==> config.mk <==
export PLATFORM = sky130hd
export DESIGN_NAME = balance_pd_drive_mixer_core
export DESIGN_NICKNAME = d
export VERILOG_FILES = /design/src/bpdm_pkg.sv /design/src/bpdm_pd.sv /design/src/balance_pd_drive_mixer_core.sv
export SDC_FILE = /design/constraint.sdc
export NUM_CORES = 2
export LEC_CHECK = 0
export ABC_AREA = 1
export BUFFER_PORTS_ARGS = -buffer_cell sky130_fd_sc_hd__buf_2
export CORE_MARGIN = 2
export CORE_UTILIZATION = 45
export DETAILED_ROUTE_END_ITERATION = 10
export HOLD_SLACK_MARGIN = 0.02
export MAX_ROUTING_LAYER = met4
export PLACE_DENSITY = 0.61
export SKIP_CTS_REPAIR_TIMING = 1
export SYNTH_ARGS = -nofsm -noshare
export SYNTH_HDL_FRONTEND = slang
export SYNTH_SLANG_ARGS = --single-unit
export TNS_END_PERCENT = 100
==> constraint.sdc <==
create_clock -name clk -period 35.2 [get_ports clk]
set_clock_uncertainty 0.05 [all_clocks]
set_input_delay 3.52 -clock clk [delete_from_list [all_inputs] [get_ports clk]]
set_output_delay 3.52 -clock clk [all_outputs]
set_load 0.05 [all_outputs]
==> src/bpdm_pkg.sv <==
`default_nettype none

package bpdm_pkg;

	localparam int FRACTION_BITS = 8;
	localparam int ANGLE_FRAC    = 8;
	localparam int TURN_FRAC     = 12;

	// scaling of the pd increment onto the accumulator grid
	localparam int UP   = (FRACTION_BITS >= ANGLE_FRAC) ? FRACTION_BITS - ANGLE_FRAC : 0;
	localparam int DOWN = (FRACTION_BITS <  ANGLE_FRAC) ? ANGLE_FRAC - FRACTION_BITS : 0;

	localparam int PD_W    = 37;
	localparam int T_W     = PD_W + UP;
	localparam int ACC_W   = 16 + FRACTION_BITS;
	localparam int ACC_S_W = T_W + 1;

	localparam int TPROD_W = 26;
	localparam int TURN_W  = TPROD_W - TURN_FRAC;
	localparam int WHEEL_W = 15;
	localparam int MIX_W   = 18;
	localparam int WHEEL_LIM = 16383;

	typedef enum logic [1:0] {
		MODE_STOP    = 2'd0,
		MODE_FORWARD = 2'd1,
		MODE_LEFT    = 2'd2,
		MODE_RIGHT   = 2'd3
	} mode_t;

	typedef enum logic [2:0] {
		REG_PROP_GAIN     = 3'd0,
		REG_DERIV_GAIN    = 3'd1,
		REG_TURN_GAIN     = 3'd2,
		REG_FORWARD_LEAN  = 3'd3,
		REG_TURN_TARGET   = 3'd4,
		REG_LEFT_OFFSET   = 3'd5,
		REG_SPEED_LIMIT   = 3'd6,
		REG_SP_STEP_LIMIT = 3'd7
	} reg_idx_t;

	typedef struct packed {
		logic [7:0]  prop_gain;
		logic [15:0] deriv_gain_per_dt;
		logic [7:0]  turn_gain;
		logic [15:0] forward_lean_setpoint;
		logic [15:0] turn_rate_target;
		logic [13:0] left_turn_offset;
		logic [13:0] speed_limit;
		logic [14:0] setpoint_step_limit;
	} cfg_t;

	localparam cfg_t CFG_RESET = '{
		prop_gain:             8'd20,
		deriv_gain_per_dt:     16'd2600,
		turn_gain:             8'd26,
		forward_lean_setpoint: 16'hFB00,
		turn_rate_target:      16'd9600,
		left_turn_offset:      14'd500,
		speed_limit:           14'd10000,
		setpoint_step_limit:   15'd2048
	};

endpackage

`default_nettype wire

==> src/bpdm_pd.sv <==
`default_nettype none

module bpdm_pd
	import bpdm_pkg::*;
(
	input  wire logic                     clk,
	input  wire logic                     arst_n,
	input  wire logic                     step,
	input  wire mode_t                    func,
	input  wire logic signed [16:0]       angle_y,
	input  wire logic signed [15:0]       gyro_z,
	input  wire cfg_t                     cfg,
	output      logic signed [T_W-1:0]    pd_incr,
	output      logic signed [TURN_W-1:0] turn
);

	logic signed [16:0]        prev_angle_q;
	logic signed [15:0]        prev_sp_q;
	logic signed [15:0]        sp;
	logic signed [16:0]        dsp_raw;
	logic signed [16:0]        lim;
	logic signed [16:0]        dsp;
	logic signed [17:0]        err;
	logic signed [17:0]        dang;
	logic signed [18:0]        dterm;
	logic signed [26:0]        pprod;
	logic signed [35:0]        dprod;
	logic signed [PD_W-1:0]    pd_sum;
	logic signed [T_W-1:0]     t_ext;
	logic signed [16:0]        tdiff;
	logic signed [TPROD_W-1:0] tprod;

	always_comb begin
		sp = (func == MODE_FORWARD) ? $signed(cfg.forward_lean_setpoint) : 16'sd0;
		dsp_raw = 17'(sp) - 17'(prev_sp_q);
		lim = $signed({2'b00, cfg.setpoint_step_limit});
		// setpoint change limited to the step bound
		if (dsp_raw > lim) begin
			dsp = lim;
		end else if (dsp_raw < -lim) begin
			dsp = -lim;
		end else begin
			dsp = dsp_raw;
		end
		err   = 18'(sp) - 18'(angle_y);
		dang  = 18'(angle_y) - 18'(prev_angle_q);
		dterm = 19'(dsp) - 19'(dang);
		pprod = $signed({1'b0, cfg.prop_gain}) * err;
		dprod = $signed({1'b0, cfg.deriv_gain_per_dt}) * dterm;
		pd_sum = PD_W'(pprod) + PD_W'(dprod);
		t_ext = T_W'(pd_sum);
		pd_incr = (t_ext <<< UP) >>> DOWN;

		tdiff = 17'($signed(cfg.turn_rate_target)) - 17'(gyro_z);
		tprod = $signed({1'b0, cfg.turn_gain}) * tdiff;
		turn  = tprod[TPROD_W-1:TURN_FRAC];
	end

	always_ff @(posedge clk or negedge arst_n) begin
		if (!arst_n) begin
			prev_angle_q <= '0;
			prev_sp_q    <= '0;
		end else if (step) begin
			prev_angle_q <= angle_y;
			prev_sp_q    <= sp;
		end
	end

endmodule

`default_nettype wire

==> src/balance_pd_drive_mixer_core.sv <==
`default_nettype none

// Balance controller for a two-wheel robot: PD on tilt plus a wheel mixer.
// Input beats (s_*): tdata holds angle_y and gyro_z, tuser holds the motion
// mode. Each input beat yields exactly one output beat (m_*) carrying both
// wheel speeds and the drive level.
// A beat moves from the input register through the PD and accumulator stage
// registers into the output register that drives m_tvalid. Throughput: one
// beat per cycle while no stage is held up by a low m_tready.
// Stages: input register, PD and turn products, accumulator add and clamp,
// wheel mix into the output register.
// Configuration registers are written through cfg_we/cfg_addr/cfg_wdata and
// must only change while no beat is in flight.
// Reset clears the accumulator, the previous angle and setpoint, all valid
// bits, and loads the default gains and limits.
// When m_tready is low, the output register holds its beat; bubbles further
// up still close up, and s_tready falls only once every stage is occupied.

module balance_pd_drive_mixer_core
	import bpdm_pkg::*;
(
	input  wire logic        clk,
	input  wire logic        arst_n,
	input  wire logic        cfg_we,
	input  wire logic [2:0]  cfg_addr,
	input  wire logic [15:0] cfg_wdata,
	input  wire logic        s_tvalid,
	output      logic        s_tready,
	input  wire logic [39:0] s_tdata,   // angle_y[16:0], gyro_z[32:17], zero pad
	input  wire logic [1:0]  s_tuser,   // func[1:0]
	output      logic        m_tvalid,
	input  wire logic        m_tready,
	output      logic [47:0] m_tdata    // motor_a_speed[14:0], motor_b_speed[29:15],
	                                    // drive_level[44:30], zero pad
);

	cfg_t cfg_q;

	logic v1_q, v2_q, v3_q, ov_q;
	logic r1, r2, r3, r_out;
	logic mv1, mv2, mv3;

	mode_t                    func_s1, func_s2, func_s3;
	logic signed [16:0]       angle_s1;
	logic signed [15:0]       gyro_s1;
	logic signed [T_W-1:0]    pd_incr;
	logic signed [TURN_W-1:0] turn;
	logic signed [T_W-1:0]    incr_s2;
	logic signed [TURN_W-1:0] turn_s2, turn_s3;
	logic signed [ACC_W-1:0]  acc_q, acc_next;
	logic signed [ACC_S_W-1:0] acc_sum, acc_lim;
	logic signed [WHEEL_W-1:0] level_s3;
	logic signed [MIX_W-1:0]  neg, off_ext, turn_ext, mix_a, mix_b;
	logic [WHEEL_W-1:0]       mota_q, motb_q, level_q;

	function automatic logic [WHEEL_W-1:0] wheel_sat(input logic signed [MIX_W-1:0] v);
		logic signed [MIX_W-1:0] r;
		r = v;
		if (v > MIX_W'(WHEEL_LIM)) begin
			r = MIX_W'(WHEEL_LIM);
		end else if (v < -MIX_W'(WHEEL_LIM)) begin
			r = -MIX_W'(WHEEL_LIM);
		end
		return r[WHEEL_W-1:0];
	endfunction

	// configuration
	always_ff @(posedge clk or negedge arst_n) begin
		if (!arst_n) begin
			cfg_q <= CFG_RESET;
		end else if (cfg_we) begin
			case (reg_idx_t'(cfg_addr))
				REG_PROP_GAIN:     cfg_q.prop_gain             <= cfg_wdata[7:0];
				REG_DERIV_GAIN:    cfg_q.deriv_gain_per_dt     <= cfg_wdata;
				REG_TURN_GAIN:     cfg_q.turn_gain             <= cfg_wdata[7:0];
				REG_FORWARD_LEAN:  cfg_q.forward_lean_setpoint <= cfg_wdata;
				REG_TURN_TARGET:   cfg_q.turn_rate_target      <= cfg_wdata;
				REG_LEFT_OFFSET:   cfg_q.left_turn_offset      <= cfg_wdata[13:0];
				REG_SPEED_LIMIT:   cfg_q.speed_limit           <= cfg_wdata[13:0];
				REG_SP_STEP_LIMIT: cfg_q.setpoint_step_limit   <= cfg_wdata[14:0];
				default: ;
			endcase
		end
	end

	// stage flow control, each stage moves when the next one frees up
	assign r_out    = !ov_q || m_tready;
	assign r3       = !v3_q || r_out;
	assign r2       = !v2_q || r3;
	assign r1       = !v1_q || r2;
	assign mv1      = v1_q && r2;
	assign mv2      = v2_q && r3;
	assign mv3      = v3_q && r_out;
	assign s_tready = r1;

	always_ff @(posedge clk or negedge arst_n) begin
		if (!arst_n) begin
			v1_q <= 1'b0;
			v2_q <= 1'b0;
			v3_q <= 1'b0;
			ov_q <= 1'b0;
		end else begin
			if (r1) begin
				v1_q <= s_tvalid;
			end
			if (r2) begin
				v2_q <= v1_q;
			end
			if (r3) begin
				v3_q <= v2_q;
			end
			if (r_out) begin
				ov_q <= v3_q;
			end
		end
	end

	// input register
	always_ff @(posedge clk) begin
		if (s_tvalid && r1) begin
			func_s1  <= mode_t'(s_tuser[1:0]);
			angle_s1 <= $signed(s_tdata[16:0]);
			gyro_s1  <= $signed(s_tdata[32:17]);
		end
	end

	bpdm_pd u_pd (
		.clk     (clk),
		.arst_n  (arst_n),
		.step    (mv1),
		.func    (func_s1),
		.angle_y (angle_s1),
		.gyro_z  (gyro_s1),
		.cfg     (cfg_q),
		.pd_incr (pd_incr),
		.turn    (turn)
	);

	always_ff @(posedge clk) begin
		if (mv1) begin
			incr_s2 <= pd_incr;
			turn_s2 <= turn;
			func_s2 <= func_s1;
		end
	end

	// drive accumulator, saturating at the speed limit
	always_comb begin
		acc_sum = ACC_S_W'(acc_q) + ACC_S_W'(incr_s2);
		acc_lim = ACC_S_W'($signed({2'b00, cfg_q.speed_limit, {FRACTION_BITS{1'b0}}}));
		if (acc_sum > acc_lim) begin
			acc_next = ACC_W'(acc_lim);
		end else if (acc_sum < -acc_lim) begin
			acc_next = ACC_W'(-acc_lim);
		end else begin
			acc_next = ACC_W'(acc_sum);
		end
	end

	always_ff @(posedge clk or negedge arst_n) begin
		if (!arst_n) begin
			acc_q <= '0;
		end else if (mv2) begin
			acc_q <= acc_next;
		end
	end

	always_ff @(posedge clk) begin
		if (mv2) begin
			level_s3 <= acc_next[FRACTION_BITS+WHEEL_W-1:FRACTION_BITS];
			turn_s3  <= turn_s2;
			func_s3  <= func_s2;
		end
	end

	// wheel mix
	always_comb begin
		neg      = -MIX_W'(level_s3);
		off_ext  = $signed(MIX_W'({1'b0, cfg_q.left_turn_offset}));
		turn_ext = MIX_W'(turn_s3);
		case (func_s3)
			MODE_LEFT: begin
				mix_a = neg + off_ext;
				mix_b = neg - off_ext;
			end
			MODE_RIGHT: begin
				mix_a = neg - turn_ext;
				mix_b = neg + turn_ext;
			end
			default: begin
				mix_a = neg;
				mix_b = neg;
			end
		endcase
	end

	always_ff @(posedge clk) begin
		if (mv3) begin
			mota_q  <= wheel_sat(mix_a);
			motb_q  <= wheel_sat(mix_b);
			level_q <= level_s3;
		end
	end

	assign m_tvalid = ov_q;
	assign m_tdata  = {3'b000, level_q, motb_q, mota_q};

`ifndef SYNTHESIS
	a_stall_full: assert property (@(posedge clk) disable iff (!arst_n)
		!s_tready |-> (v1_q && v2_q && v3_q && ov_q))
		else $error("input stalled with a free stage");

	a_acc_hold: assert property (@(posedge clk) disable iff (!arst_n)
		!mv2 |=> $stable(acc_q))
		else $error("accumulator moved without a beat");

	a_wheel_range: assert property (@(posedge clk) disable iff (!arst_n)
		ov_q |-> (mota_q != 15'h4000 && motb_q != 15'h4000 && level_q != 15'h4000))
		else $error("output outside saturation range");
`endif

endmodule

`default_nettype wire
[After elaboration in Yosys (flattened, before gate mapping)]
Cells that the tools add are included.
Widths: inputs -> output; s select.
Cells by class
  $add $sub $neg: 14
  multiply operators: 3
  order comparisons: 8
  eq/ne operators: 10
  muxes and demuxes: 9
  reduce and logical (&&, ||, !) cells: 23
Operator list (count)
  $pmux 18 s2: 2
  $mux 24: 2
  $add 24x37->38: 1
  $gt 38x23->1: 1
  $lt 38x38->1: 1
  $neg 22->38: 1
  $add 27x36->37: 1
  $gt 18x15->1 const B: 2
  $lt 18x15->1 const B: 2
  $mul 17x19->36: 1
  $mux 17: 2
  $sub 16x16->17: 2
  $mux 15: 2
  $mul 9x18->27: 1
  $mul 9x17->26: 1
  $sub 17x18->19: 1
  $add 18x14->18: 1
  $add 18x15->18: 1
  $neg 15->18: 1
  $sub 16x17->18: 1
  $sub 17x17->18: 1
  $sub 18x14->18: 1
  $sub 18x15->18: 1
  $gt 17x16->1: 1
  other kinds (14): 36
Word-level totals
  flip-flop bits (word level): 332
  output and inout port bits: 50
  word-level logic and storage cells: 96

[Depth between registers and ports, before layout]
  depth in word-level cells: 9
  mapped depth: 74

[Cells and area by module]
From an unflattened synthesis, not the netlist that was laid out.
Unflattened totals
  cells, all modules: 5876
  area, all modules: 46353.2 um^2
By module, submodules not included
  bpdm_pd: instances 1, cells each 3644, area an instance 28302.1 um^2
  balance_pd_drive_mixer_core: instances 1, cells each 2232, area an instance 18051.1 um^2

[Worst setup path after synthesis]
OpenSTA, ideal clock, no wires.
  kind: reg2reg
  start point: reg func_s1[0]
  end point: reg incr_s2[36], data pin
  arrival: 11.637 ns
  setup slack: 23.248 ns
  cell stages (with the launch flop): 56
  cell sequence: edfxtp_1 nand2_2 clkbuf_1 nor2_1 ha_1 a21oi_1 nor2_1 a211oi_1 nand3_2 a21oi_1 xor2_1 inv_1 ha_1 nand2_1 nor2_1 nor2_1 nand3_1 nand2_2 [... 20 more ...] clkbuf_1 inv_1 or2_2 nand2_1 xor2_1 fa_1 fa_1 fa_1 inv_1 fa_1 inv_1 ha_1 a21oi_1 o21ai_0 a221oi_1 and2_1 o21ai_0 xor2_1
On the way
  longest elaborated chain between the ends: 9
  elaborated cells on any way between the ends: 12
  classes of those cells: 4 x add/sub; 2 x mul; 2 x order compare; 1 x eq/ne; 3 x mux
Ends and longest elaborated chain
  start, declared: line balance_pd_drive_mixer_core.sv:43  | mode_t func_s1, func_s2, func_s3;
  start signal, assigned: line balance_pd_drive_mixer_core.sv:121  | func_s1 <= mode_t'(s_tuser[1:0]);
  $eq 2x1->1 *: line bpdm_pd.sv:34  | sp = (func == MODE_FORWARD) ? $signed(cfg.forward_lean_setpoint) : 16'sd0;
  $mux 16 *: line bpdm_pd.sv:34
  named net u_pd.sp[9]: line bpdm_pd.sv:19  | logic signed [15:0] sp;
  $sub 16x16->17: line bpdm_pd.sv:35  | dsp_raw = 17'(sp) - 17'(prev_sp_q);
  $lt 17x17->1: line bpdm_pd.sv:40  | end else if (dsp_raw < -lim) begin
  $mux 17: line bpdm_pd.sv:40
  $mux 17: line bpdm_pd.sv:38  | if (dsp_raw > lim) begin
  $sub 17x18->19: line bpdm_pd.sv:47  | dterm = 19'(dsp) - 19'(dang);
  $mul 17x19->36: line bpdm_pd.sv:49  | dprod = $signed({1'b0, cfg.deriv_gain_per_dt}) * dterm;
  $add 27x36->37 *: line bpdm_pd.sv:50  | pd_sum = PD_W'(pprod) + PD_W'(dprod);
  named net pd_incr[36]: line balance_pd_drive_mixer_core.sv:46  | logic signed [T_W-1:0] pd_incr;
  end signal, assigned: line balance_pd_drive_mixer_core.sv:141  | incr_s2 <= pd_incr;
  end, declared: line balance_pd_drive_mixer_core.sv:48  | logic signed [T_W-1:0] incr_s2;
The timed path passes the listed nets; every way through them passes the cells marked *.
A chain may end at the register's enable or synchronous reset.

[Final worst setup path]
  start point: reg func_s1[1]
  end point: reg incr_s2[35], data pin
On the way
  longest elaborated chain between the ends: 9
  elaborated cells on any way between the ends: 12
  classes of those cells: 4 x add/sub; 2 x mul; 2 x order compare; 1 x eq/ne; 3 x mux
Ends and longest elaborated chain (line)
  $eq 2x1->1 *: bpdm_pd.sv:34
  $mux 16 *: bpdm_pd.sv:34
  $sub 16x16->17: bpdm_pd.sv:35
  $lt 17x17->1: bpdm_pd.sv:40
  $mux 17: bpdm_pd.sv:40
  $mux 17: bpdm_pd.sv:38
  $sub 17x18->19: bpdm_pd.sv:47
  $mul 17x19->36: bpdm_pd.sv:49
  $add 27x36->37 *: bpdm_pd.sv:50
  named net pd_incr[35]: balance_pd_drive_mixer_core.sv:46
Marked as above.

==> impl_metrics.json <==
{
  "clock-root-buffer": "clkbuf_16",
  "hold_viol": 0,
  "ys_ff_latch": 332,
  "worst_pin_slew_ns": 1.13,
  "start_util": 0.452,
  "synth_cells": 5763,
  "track_usage": 0.263,
  "grt_pass1_wl_um": 206000,
  "via_per_inst": 5.07,
  "drt_iter0_drc": 2552,
  "clockBufferDepth": 3,
  "rsz0062_at_grt": "false",
  "io_pins": 116,
  "postRouteAntennaNets": 0,
  "timing.hold.ws_ns": 0.357,
  "first_pass_iters": 6,
  "wl_per_cell_um": 18.0,
  "multiInputGateArea_mm2": 0.0315,
  "antenna_found_initial": 5,
  "drv_slew": 0,
  "crit_arrival_ns": 14.69,
  "insertion_delay_ns": 0.61,
  "hold_class": "reg -> reg",
  "cts_max_level": 2,
  "ys_warn_count": 0,
  "cts_tree": "built",
  "die_area_mm2": 0.104,
  "setup.worst_path.end_class": "flip-flop",
  "numPortBuffers": 105,
  "worst_setup_path_start_kind": "flip-flop",
  "period_needed_ns": 14.40,
  "cts_sinks": 332,
  "netlist.area_leader.share": 0.266,
  "grt_overflow": 0,
  "dieHeight_um": 323,
  "finalCritPeriodShare": 0.409,
  "slew_headroom": 0.248,
  "synthesis.area_mm2": 0.0459,
  "synth.distinct_cells": 62,
  "min-delay-start": "turn_s2[3]",
  "fmax_mhz": 69.4,
  "placed_cell_area_mm2": 0.0477,
  "num-nets-final": 6886,
  "fin_util": 0.484,
  "rows": 117,
  "synth_area_leader_cell": "fa_1",
  "synth_commonest_cells": "nand2_1, inv_1, fa_1",
  "finalInstanceArea_mm2": 0.0491,
  "finalSetupTns_ns": 0,
  "setup_viol": 0,
  "final-seq-area_mm2": 0.00917,
  "cp-startpoint": "func_s1[1]",
  "yosysMostFrequentCell": "nand2_1",
  "status": "finished clean",
  "grt_pass1_vias": 37086,
  "n_fill_cell": 10080,
  "drv_cap": 0,
  "path_common_cell": "nand2_1",
  "routed-via-count": 36557,
  "async_flop_share": 0.506,
  "syn_avg_cell_area_um2": 7.96,
  "synth_edf_count": 164,
  "drive_gt1_frac": 0.0626,
  "gp_congestion": 0.969,
  "clkTransAtPathRegs_ns": 0.06,
  "die_w_um": 323,
  "worstSetupPathType": "reg -> reg",
  "wl_um": 130000,
  "synthFlopType": "edfxtp_1",
  "grt_max_degree": 110,
  "cts_made_buffers": 43,
  "syn_to_final_growth_pct": 7.14,
  "diodes": 0,
  "drcViolationCount": 0,
  "required_ns": 35.49,
  "ys_seq_area_frac": 0.200,
  "critPathSlowestCell": "xor2_1",
  "core_mm2": 0.101,
  "critPathMaxFanout": 18,
  "hpwl_um": 110000,
  "max_stage_delay_ns": 0.84,
  "ys_top_cells_by_area": "fa_1, ha_1, edfxtp_1",
  "r2r-start": "func_s1[1]"
}
==> path summary, 6_finish.rpt <==
kind | cells after the start | slack [ns] | to
worst max register to register | 62 | 20.80 | incr_s2[35]
max in group asynchronous | 2 | 30.51 | acc_q[4]
worst max-delay path | 62 | 20.80 | incr_s2[35]
min in group asynchronous | 1 | 3.00 | cfg_q[49]
worst min register to register | 0 | 0.36 | turn_s3[3]
worst min-delay path | 0 | 0.36 | turn_s3[3]
==> cell type report <==
cell class / instances / area share
clock inverters: 28 / 0.00616
well taps: 1368 / 0.0348
repair buffers: 122 / 0.0134
clock buffers: 51 / 0.0225
multi-input cells: 4051 / 0.640
flip-flops and latches: 332 / 0.187
inverters: 1261 / 0.0963
==> sequential cells by signal, indices dropped and copies added, names as in the netlist, 2 cells and up <==
signal,cells
acc_q,24
func_s3,2
turn_s2,14
cfg_q,93
u_pd.prev_angle_q,17
mota_q,15
motb_q,15
gyro_s1,16
func_s1,2
turn_s3,14
acc_lim,14
level_q,15
level_s3,15
angle_s1,17
func_s2,2
u_pd.prev_sp_q,16
incr_s2,37
==> stage by stage <==
step / setup slack [ns] / cells
after detailed placement: 20.84 / 7134
after global routing: 19.58 / 7213
after global placement: 20.92 / 7134
final: 20.80 / 7213
after CTS: 20.78 / 7213
after floorplan: 23.25 / 5765
==> worst max-delay path, delay by kind of cell (launching register included) <==
family | cells | cell delay (ns)
compound gates | 11 | 2.34
xor+xnor | 2 | 0.99
fa+ha+maj | 13 | 5.38
buf+inv | 9 | 1.24
flops | 1 | 0.52
simple gates | 27 | 3.60
==> metal layers <==
layer / part of all wire / wire length, µm / track usage / up-vias
met5: 0 / 0 / - / -
met4: 0.023 / 2950 / 0.0604 / 0
met3: 0.059 / 7680 / 0.0338 / 150
met2: 0.46 / 60400 / 0.421 / 1009
met1: 0.45 / 59000 / 0.355 / 17657
li1: - / - / - / 17741
==> placed cells by master, fill, tap and decap left out, types with 11 or more instances in the layout <==
master | Yosys | routed
nand2_1 | 1241 | 1241
inv_1 | 1234 | 1233
fa_1 | 609 | 609
nor2_1 | 580 | 578
ha_1 | 400 | 400
o21ai_0 | 267 | 267
nand3_1 | 230 | 230
a21oi_1 | 216 | 216
edfxtp_1 | 164 | 164
dfrtp_1 | 136 | 136
xor2_1 | 125 | 125
buf_2 | 13 | 104
or2_2 | 50 | 50
xnor2_1 | 48 | 46
clkbuf_16 | 0 | 43
nand4_1 | 40 | 40
nor3_1 | 38 | 37
nand2_2 | 33 | 33
dfstp_2 | 32 | 32
o21bai_1 | 21 | 21
inv_2 | 17 | 18
buf_4 | 10 | 17
a21o_1 | 14 | 14
clkinv_1 | 10 | 13
nor2_2 | 12 | 12
nand3b_1 | 11 | 11
==> kinds of logic (layout without fill, tap and decap cells) <==
family	Yosys count	count (layout)	share of synthesized area
buffers and inverters	1382	1462	0.115
adders and majority gates	1009	1009	0.375
xor gates and xnor gates	176	176	0.0341
other	1	3	0.0000818
muxes	1	1	0.000218
AOI/OAI and AO/OA	592	592	0.0707
DFF	332	332	0.200
and+or+nand+nor	2270	2270	0.205
Power is left out: the tool's default activity adds up to more than one toggle a clock period on the data nets, which glitch-free logic cannot reach.
